--- config.mk ---
export PLATFORM = sky130hd
export DESIGN_NAME = pcm_sample_format_converter_top
export DESIGN_NICKNAME = d
export VERILOG_FILES = /design/src/rtl/psfc_pkg.sv /design/src/rtl/pcm_sample_format_converter_top.sv /design/src/rtl/psfc_convert.sv
export VERILOG_INCLUDE_DIRS = /design/src /design/src/rtl
export SDC_FILE = /design/constraint.sdc
export NUM_CORES = 1
export LEC_CHECK = 0
export BUFFER_PORTS_ARGS = -buffer_cell sky130_fd_sc_hd__buf_2
export CAP_MARGIN = 20
export CORE_MARGIN = 2
export CORE_UTILIZATION = 56
export CTS_CLUSTER_DIAMETER = 80
export DETAILED_ROUTE_END_ITERATION = 8
export HOLD_SLACK_MARGIN = 0.05
export PLACE_DENSITY = 0.83
export REMOVE_ABC_BUFFERS = 1
export SLEW_MARGIN = 10
export SYNTH_ARGS = -nofsm -noshare
export SYNTH_HDL_FRONTEND = slang
export SYNTH_HIERARCHICAL = 1
export SYNTH_SLANG_ARGS = --single-unit
export TNS_END_PERCENT = 20
--- constraint.sdc ---
create_clock -name clk -period 9.2 [get_ports clk]
set_clock_uncertainty 0.2 [all_clocks]
set_input_delay 1.38 -clock clk [delete_from_list [all_inputs] [get_ports clk]]
set_output_delay 1.38 -clock clk [all_outputs]
set_load 0.005 [all_outputs]
--- src/rtl/pcm_sample_format_converter_top_assert.svh ---
// Assertion macros for the PCM sample format converter
`ifndef PCM_SAMPLE_FORMAT_CONVERTER_TOP_ASSERT_SVH
`define PCM_SAMPLE_FORMAT_CONVERTER_TOP_ASSERT_SVH
`ifndef NO_ASSERTIONS
`define PSFC_ASSERT_IMPL(label, ante, cons) \
	label: assert property (@(posedge clk) disable iff (!arst_n) (ante) |-> (cons)) \
		else $error("assertion failed");
`define PSFC_ASSERT_NEXT(label, ante, cons) \
	label: assert property (@(posedge clk) disable iff (!arst_n) (ante) |=> (cons)) \
		else $error("assertion failed");
`else
`define PSFC_ASSERT_IMPL(label, ante, cons)
`define PSFC_ASSERT_NEXT(label, ante, cons)
`endif
`endif

--- src/rtl/psfc_pkg.sv ---
//------------------------------------------------------------------------------
// psfc_pkg
// Format codes and shared types of the PCM sample format converter.
//------------------------------------------------------------------------------
`default_nettype none
package psfc_pkg;
	typedef enum logic [2:0] {
		FMT_S8  = 3'd0,
		FMT_U8  = 3'd1,
		FMT_S16 = 3'd2,
		FMT_U16 = 3'd3,
		FMT_S32 = 3'd4,
		FMT_U32 = 3'd5,
		FMT_FLT = 3'd6,
		FMT_DBL = 3'd7
	} fmt_t;

	typedef enum logic [0:0] {
		CFG_SOURCE = 1'b0,
		CFG_TARGET = 1'b1
	} cfg_idx_t;

	localparam int unsigned SAMPLE_W = 32;
	localparam int unsigned RESULT_W = 64;
	localparam int unsigned CFG_IDX_W = 1;
	localparam int unsigned CFG_DATA_W = 3;

	typedef struct packed {
		logic [RESULT_W-1:0] sample;
		logic                status;
	} result_t;
endpackage
`default_nettype wire

--- src/rtl/pcm_sample_format_converter_top.sv ---
// One sample per transaction, held first in the input register and then in the
// result register; a new sample is taken every cycle while the output is
// drained or free. The user must set source and target formats through the
// configuration channel only while idle; the block does not enforce this.
//------------------------------------------------------------------------------
// pcm_sample_format_converter_top
// PCM sample format converter with valid/ready channels.
//------------------------------------------------------------------------------
`default_nettype none
`include "pcm_sample_format_converter_top_assert.svh"
module pcm_sample_format_converter_top (
	input  wire logic                           clk,
	input  wire logic                           arst_n,
	input  wire logic                           cfg_valid,
	output logic                                cfg_ready,
	input  wire logic [psfc_pkg::CFG_IDX_W-1:0] cfg_index,
	input  wire logic [psfc_pkg::CFG_DATA_W-1:0] cfg_data,
	input  wire logic                           in_valid,
	output logic                                in_ready,
	input  wire logic [psfc_pkg::SAMPLE_W-1:0]  sample_in,
	output logic                                out_valid,
	input  wire logic                           out_ready,
	output logic [psfc_pkg::RESULT_W-1:0]       sample_out,
	output logic                                status
);
	import psfc_pkg::*;

	fmt_t src_q, dst_q;
	logic v_s1, v_s2;
	logic [SAMPLE_W-1:0] x_s1;
	result_t res, res_s2;
	logic adv_s2, adv_s1;

	assign cfg_ready = 1'b1;

	// write configuration registers
	always_ff @(posedge clk or negedge arst_n) begin
		if (!arst_n) begin
			src_q <= FMT_S8;
			dst_q <= FMT_S8;
		end else if (cfg_valid && cfg_ready) begin
			case (cfg_idx_t'(cfg_index))
				CFG_SOURCE: src_q <= fmt_t'(cfg_data);
				CFG_TARGET: dst_q <= fmt_t'(cfg_data);
				default: ;
			endcase
		end
	end

	// advance when the next stage is free or drains
	assign adv_s2 = !v_s2 || out_ready;
	assign adv_s1 = !v_s1 || adv_s2;
	assign in_ready = adv_s1;

	always_ff @(posedge clk or negedge arst_n) begin
		if (!arst_n) begin
			v_s1 <= 1'b0;
			v_s2 <= 1'b0;
		end else begin
			if (adv_s1) v_s1 <= in_valid;
			if (adv_s2) v_s2 <= v_s1;
		end
	end

	// hold payload registers
	always_ff @(posedge clk) begin
		if (adv_s1 && in_valid) x_s1 <= sample_in;
		if (adv_s2 && v_s1) res_s2 <= res;
	end

	psfc_convert u_conv (
		.src(src_q),
		.dst(dst_q),
		.x  (x_s1),
		.res(res)
	);

	assign out_valid = v_s2;
	assign sample_out = res_s2.sample;
	assign status = res_s2.status;

	`PSFC_ASSERT_IMPL(a_unsup_zero, out_valid && status, sample_out == 64'd0)
	`PSFC_ASSERT_NEXT(a_stall_hold, out_valid && !out_ready, out_valid && $stable(sample_out))
	`PSFC_ASSERT_IMPL(a_ready_free, !out_valid, in_ready)
endmodule
`default_nettype wire

--- src/rtl/psfc_convert.sv ---
//------------------------------------------------------------------------------
// psfc_convert
// Combinational conversion of one sample between two formats.
//------------------------------------------------------------------------------
`default_nettype none
module psfc_convert (
	input  wire psfc_pkg::fmt_t          src,
	input  wire psfc_pkg::fmt_t          dst,
	input  wire logic [31:0]             x,
	output psfc_pkg::result_t            res
);
	import psfc_pkg::*;

	logic [7:0]  sb;          // signed byte
	logic [7:0]  ob;          // offset byte
	logic [63:0] byte_res;
	logic        byte_ok;
	logic [31:0] flt_b;       // byte to single
	logic [63:0] dbl_b;       // byte to double
	logic [31:0] flt_h;       // s16 to single
	logic [15:0] f2s;         // single to s16
	logic [7:0]  mag8;
	logic [2:0]  lz8;
	logic [15:0] mag16;
	logic [3:0]  lz16;
	logic [14:0] m16n;
	logic [7:0]  e;
	logic [23:0] mant;
	logic [39:0] shv;
	logic [15:0] ti;
	logic [63:0] r;
	logic        ok;

	// sign and magnitude of the byte value, leading one position
	always_comb begin
		sb = (src == FMT_U8) ? (x[7:0] ^ 8'h80) : x[7:0];
		ob = sb ^ 8'h80;
		mag8 = sb[7] ? (8'd0 - sb) : sb;
		lz8 = 3'd0;
		for (int i = 0; i < 8; i++) begin
			if (mag8[i]) lz8 = 3'(i);
		end
	end

	// byte value / 128 as single and double
	always_comb begin
		logic [7:0] nm;
		nm = mag8 << (3'd7 - lz8);
		if (mag8 == 8'd0) begin
			flt_b = 32'd0;
			dbl_b = 64'd0;
		end else begin
			flt_b = {sb[7], 8'(8'd120 + {5'd0, lz8}), nm[6:0], 16'd0};
			dbl_b = {sb[7], 11'(11'd1016 + {8'd0, lz8}), nm[6:0], 45'd0};
		end
	end

	// s16 value / 32768 as single
	always_comb begin
		logic [15:0] nm;
		mag16 = x[15] ? (16'd0 - x[15:0]) : x[15:0];
		lz16 = 4'd0;
		for (int i = 0; i < 16; i++) begin
			if (mag16[i]) lz16 = 4'(i);
		end
		nm = mag16 << (4'd15 - lz16);
		m16n = nm[14:0];
		if (mag16 == 16'd0) flt_h = 32'd0;
		else flt_h = {x[15], 8'(8'd112 + {4'd0, lz16}), m16n, 8'd0};
	end

	// single to s16: truncate toward zero, saturate, NaN to zero
	always_comb begin
		e = x[30:23];
		mant = {1'b1, x[22:0]};
		shv = 40'd0;
		ti = 16'd0;
		if (e == 8'hFF && x[22:0] != 23'd0) begin
			f2s = 16'd0;
		end else if (e >= 8'd127) begin
			// magnitude of at least 1.0 reaches a rail
			f2s = x[31] ? 16'h8000 : 16'h7FFF;
		end else begin
			// value*32768 = mant * 2^(e-150+15); integer part = mant >> (135-e)
			if (e >= 8'd112) shv = {16'd0, mant} >> (8'd135 - e);
			ti = shv[15:0];
			if (x[31]) f2s = 16'd0 - ti;
			else f2s = (ti[15]) ? 16'h7FFF : ti;
		end
	end

	// byte source to any target
	always_comb begin
		byte_ok = 1'b1;
		case (dst)
			FMT_S8:  byte_res = {56'd0, sb};
			FMT_U8:  byte_res = {56'd0, ob};
			FMT_S16: byte_res = {48'd0, sb, 8'd0};
			FMT_U16: byte_res = {48'd0, ob, 8'd0};
			FMT_S32: byte_res = {32'd0, sb, 24'd0};
			FMT_U32: byte_res = {32'd0, ob, 24'd0};
			FMT_FLT: byte_res = {32'd0, flt_b};
			FMT_DBL: byte_res = dbl_b;
			default: begin
				byte_res = 64'd0;
				byte_ok = 1'b0;
			end
		endcase
	end

	// select the path for the format pair
	always_comb begin
		r = 64'd0;
		ok = 1'b0;
		if (src == dst) begin
			ok = 1'b1;
			case (src)
				FMT_S8, FMT_U8:   r = {56'd0, x[7:0]};
				FMT_S16, FMT_U16: r = {48'd0, x[15:0]};
				default:          r = {32'd0, x};
			endcase
		end else if (src == FMT_S8 || src == FMT_U8) begin
			r = byte_res;
			ok = byte_ok;
		end else if (src == FMT_S16 && dst == FMT_S32) begin
			r = {32'd0, x[15:0], 16'd0};
			ok = 1'b1;
		end else if (src == FMT_S16 && dst == FMT_FLT) begin
			r = {32'd0, flt_h};
			ok = 1'b1;
		end else if (src == FMT_S32 && dst == FMT_S16) begin
			r = {48'd0, x[31:16]};
			ok = 1'b1;
		end else if (src == FMT_FLT && dst == FMT_S16) begin
			r = {48'd0, f2s};
			ok = 1'b1;
		end
		res.sample = ok ? r : 64'd0;
		res.status = ~ok;
	end
endmodule
`default_nettype wire

Word-level counts from Yosys, hierarchy flattened
Cells that the tools add are included.
- register bits: 105
- latch bits: 0
- output and inout bits: 68
- bits of input ports: 41
- memories: 0
- memory bits (read-only): 0
- word-level logic and storage cells: 110
- bits in writable memories: 0
- $mul: 0
- bitwise operators: 4
- divide/modulo/power cells: 0
- eq/ne operators: 14
- order comparisons: 2
- reduce and logical (&&, ||, !) cells: 21
- shift-type cells: 3
- $add $sub $neg: 9
- mux-type cells: 50
- operators with widths (kind ; count):
    one-hot mux 64 bit (8 select lines) ; 1
    two-way mux 64 bit ; 6
    two-way mux 16 bit ; 9
    two-way mux 32 bit ; 2
    one-hot mux 32 bit (2 select lines) ; 1
    two-way mux 4 bit ; 8
    subtractor 1 x 16 -> 16 bit, first input constant ; 2
    two-way mux 3 bit ; 8
    right shift 24 x 8 -> 16 bit ; 1
    nonzero test 23 bit ; 1
    equality test 3 bit, second input constant ; 6
    greater-or-equal comparator 8 x 7 -> 1 bit, second input constant ; 2
    logical NOT 16 bit ; 1
    two-way mux 8 bit ; 2
    left shift 16 x 4 -> 15 bit ; 1
    two-way mux 15 bit ; 1
    equality test 3 x 2 -> 1 bit, second input constant ; 4
    adder 10 x 3 -> 11 bit, first input constant ; 1
    adder 7 x 3 -> 8 bit, first input constant ; 1
    adder 7 x 4 -> 8 bit, first input constant ; 1
    equality test 8 bit, second input constant ; 1
    logical NOT 8 bit ; 1
    two-way mux 1 bit ; 8
    two-way mux 2 bit ; 4
    14 further kinds ; 30

Longest topological paths before layout
- depth after elaboration: 24
- mapped depth: 17
- mapped depth without buffers: 12

Cells and area by module
The synthesis kept the hierarchy.
- by module, submodules not included (module ; area an instance (µm²) ; times used ; seq. area each (µm²) ; cells each):
    psfc_convert ; 5331.4 ; 1 ; 0.0 ; 792
    pcm_sample_format_converter_top ; 3261.9 ; 1 ; 3113.0 ; 121

Worst setup path after synthesis
Ideal clock, no wire load.
- path type: register -> register
- from: register x_s1[1]
- to: register res_s2, in the netlist sample_out[22] (data pin)
- path slack: 5.095 ns
- clock period less this slack: 4.105 ns
- library setup time: 0.203 ns
- cell stages (with the launch flop): 17
- required time: 8.797 ns
- arrival time: 3.702 ns
- buffers on the path: 4
- cells stage by stage: edfxtp_1 clkbuf_1 inv_1 ha_1 buf_2 or3b_1 clkbuf_1 nor4_4 o21ai_0 a22o_1 a21o_1 a21oi_2 buf_6 mux2_1 mux2i_1 mux2i_1 a2111oi_1
- cells in the longest elaborated chain, start to end: 24
- elaborated cells on any way between the ends: 40
- classes of those cells: add/sub (4); shift (2); mux (32); reduce/logical (2)
- RTL lines (element ; line ; text):
    start: declaration ; pcm_sample_format_converter_top.sv:30 ; logic [SAMPLE_W-1:0] x_s1;
    start signal: assignment ; pcm_sample_format_converter_top.sv:67 ; if (adv_s1 && in_valid) x_s1 <= sample_in;
    subtractor 1 x 16 -> 16 bit ; psfc_convert.sv:61 ; mag16 = x[15] ? (16'd0 - x[15:0]) : x[15:0];
    two-way mux 16 bit ; psfc_convert.sv:61 ;
    two-way mux 1 bit ; psfc_convert.sv:64 ; if (mag16[i]) lz16 = 4'(i);
    two-way mux 2 bit (2 in a row) ; psfc_convert.sv:64 ;
    two-way mux 3 bit (4 in a row) ; psfc_convert.sv:64 ;
    two-way mux 4 bit (8 in a row) ; psfc_convert.sv:64 ;
    subtractor 4 bit ; psfc_convert.sv:66 ; nm = mag16 << (4'd15 - lz16);
    left shift 16 x 4 -> 15 bit ; psfc_convert.sv:66 ;
    two-way mux 32 bit ; psfc_convert.sv:68 ; if (mag16 == 16'd0) flt_h = 32'd0;
    two-way mux 64 bit ; psfc_convert.sv:128 ; end else if (src == FMT_S16 && dst == FMT_FLT) begin
    two-way mux 64 bit ; psfc_convert.sv:125 ; end else if (src == FMT_S16 && dst == FMT_S32) begin
    two-way mux 64 bit (*) ; psfc_convert.sv:122 ; end else if (src == FMT_S8 || src == FMT_U8) begin
    two-way mux 64 bit (*) ; psfc_convert.sv:115 ; if (src == dst) begin
    end signal: assignment ; pcm_sample_format_converter_top.sv:68 ; if (adv_s2 && v_s1) res_s2 <= res;
    end: declaration ; pcm_sample_format_converter_top.sv:31 ; result_t res, res_s2;
Every way passes the cells marked *; elsewhere a longest branch is shown, timed or not.
A chain may end at the register's enable or synchronous reset.

Worst setup path after layout
- from: register x_s1[0]
- to: register res_s2, in the netlist sample_out[22] (data pin)
Same word-level chain as after synthesis.

==> run metrics <==
outcome completed; Seq. cell area a little over 0.003 sq mm; Max-slew headroom 0.2804; initial antenna violation count 0; quantity of gates resized following cts 0; vias 7851; Syn-to-layout area delta 8.736%; port bufs roughly 110; wire length of the first global-routing pass around 40000 um; Max-cap violations 0; Hold WC Path Type register to register; endpoints failing setup 0; Netlist cell types 97; global router's overall resource usage 0.3218; DRT antenna net count 0; ratio of cells with drive above 1 in the final layout 0.2216; clk slew on worst S/H paths 0.08 ns; post-DP HPWL between 15000 and 20000 um; Core Area 0.01509 sq mm; CP Max Fanout 19; CP endpoint kind register; fin. max-slew vios 0; post-place setup slack 3.987 ns; drt drc 0; Leak Pwr approximately 0.0036 uW; Seq/Total Area, Yosys 0.3623; area of the multi-input gates 0.004937 sq mm; commonest non-fill, non-tap cells in the layout buf_2, edfxtp_1, nor2_1; area leader, netlist edfxtp_1; Data arrival, critical path 5.30 ns; commonest non-fill, non-tap cell in the layout buf_2; startpoint types register; Tcrit/Tclk final 0.5813; Root Buffer clkbuf_16; total chip power 1500 uW; Die Footprint 0.01635 sq mm; Ys Warns 6; Synth Instances approximately 900; area share of the largest cell type after synthesis 0.3390; CTS sink cnt ~110; wl on met1 11110 um; RSZ-0062 raised after global routing false; Slew @ Worst Pin about 1.1 ns; WL/cell 22.89 um; non-filler instance count after layout 1158; total wire length 26510 um; Final min period 5.348 ns; Max Used Layer met4; fmax 187.0 MHz; WP data required 9.15 ns; antenna cells 0; clk buf depth 2; DR WL met2 11610 um; Std-Cell Rows 45; Initial Utilization 0.5695; Die Wd 127.9 um; fill cell count 1313; mean post-synth cell area 9.412 sq um; Congestion Overflow GR 0; ys flop type edfxtp_1; clock share of power 0.263; #FFs+latches synth about 110; CTS tree built; logic gate share of total power 0.317; clk_lat worst skew ~0.36 ns; largest cells by area after synthesis edfxtp_1, mux2i_1, mux4_2; H-tree depth 3; Hold Buf Count CTS 0; placed cell count 1142; cts bufs inserted 9; setup ws final roughly 3.9 ns; Post-synth EDFFs 97; Final Core Density 0.6192; vias in the first global route around 7.0k; vias per cell 6.780; setup TNS 0 ns; die height 127.9 um; FFs w/ async S/R, synth 0.07619; maximum vdd drop 0.08694 mV; Detailed Route Iter0 Violations 1098; Met3 Routed Length 2950 um; drt first pass iters 6; Post-Synthesis Cell Area 0.008593 sq mm; Final GP Congestion 1.021; net load switching power 537.3 uW; Final nets 1010; kind of critical path register to register; Top-Level Pins approximately 110; Pint 963.1 uW; sw frac 0.3581; sequential power share 0.421; post-CTS setup buffers 0; Power Dens Cells 160.6 mW/mm^2; largest net degree at the start of global routing 56; Fin. Hold Viols 0
[layer usage]
layer  up-vias  global-route usage
li1       3571                   -
met3        62             0.06260
met4         0              0.1228
met5         -                   0
met1      3679              0.4616
met2       539              0.4841
[state kept, by name, summed over array words and instances (netlist names)]
name        cells
sample_out     64
x_s1           32
dst_q           3
src_q           3
out_valid       1
status          1
v_s1            1
[metrics by stage]
step	area [sq um]	hold WS [ns]
3_3_place_gp	9035	0.2524
5_1_grt	9344	0.3435
3_5_place_dp	9035	0.2755
6_report	9344	0.2869
2_1_floorplan	8150	0.2490
4_1_cts	9344	0.2920
[layout make-up]
| type | count | area share |
|---|---|---|
| Clock buffer | 10 | 0.02558 |
| Clock inverter | 6 | 0.007499 |
| Inverter | 27 | 0.01085 |
| Multi-Input combinational cell | 700 | 0.5284 |
| Sequential cell | 105 | 0.3332 |
| Tap cell | 188 | 0.02517 |
| Timing Repair Buffer | 122 | 0.06936 |
[synthesized netlist by cell type, types with 17 or more instances]
library cell and n:
nor3_1 33, nand3_1 21, mux2i_1 49, a31oi_1 19, buf_4 22, o21ai_0 44
xnor2_1 17, nor2_1 75, a21oi_1 33, nand2_1 67, clkbuf_1 52, mux2_2 23
edfxtp_1 97, inv_1 24
[final timing paths]
| kind | from | endpoint | slack, ns | cells after the start |
|---|---|---|---|---|
| max | x_s1[0] | sample_out[22] | 3.85 | 12 |
| max reg2reg | x_s1[0] | sample_out[22] | 3.85 | 12 |
| max in group asynchronous | arst_n | dst_q[2] | 7.98 | 1 |
| min | v_s1 | out_valid | 0.29 | 1 |
| min in group asynchronous | arst_n | v_s1 | 0.65 | 1 |
| min reg2reg | v_s1 | out_valid | 0.29 | 1 |
[critical path: stages, from the launching register on]
cell and delay (ns):
edfxtp_1 0.64, inv_1 0.23, ha_1 0.39, or3b_1 0.57, nor4_4 0.52, o21ai_0 0.16
a22o_1 0.26, a21o_1 0.16, a21oi_2 0.77, mux2_1 0.39, mux2i_1 0.27, mux2i_1 0.17
a2111oi_1 0.41
[logic make-up after synthesis]
logic type	after synthesis	share of synthesized area
buffers and inverters	122	0.06945
other	2	0.0008739
AO/OA/AOI/OAI	258	0.2175
AND/OR/NAND/NOR	302	0.1814
XOR/XNOR	29	0.02956
multiplexers	91	0.1331
adder cells (fa/ha/maj)	4	0.005824
flip-flops	105	0.3623
[power by group through the flow]
stage / registers [uW] / clock network [uW] / logic [uW]
after floorplan: 636 / 0 / 299
after global placement: 638 / 0 / 461
after detailed placement: 639 / 0 / 459
after CTS: 629 / 400 / 461
after global routing: 636 / 413 / 509
final: 631 / 394 / 475
Power figures use the tool's default switching activity.
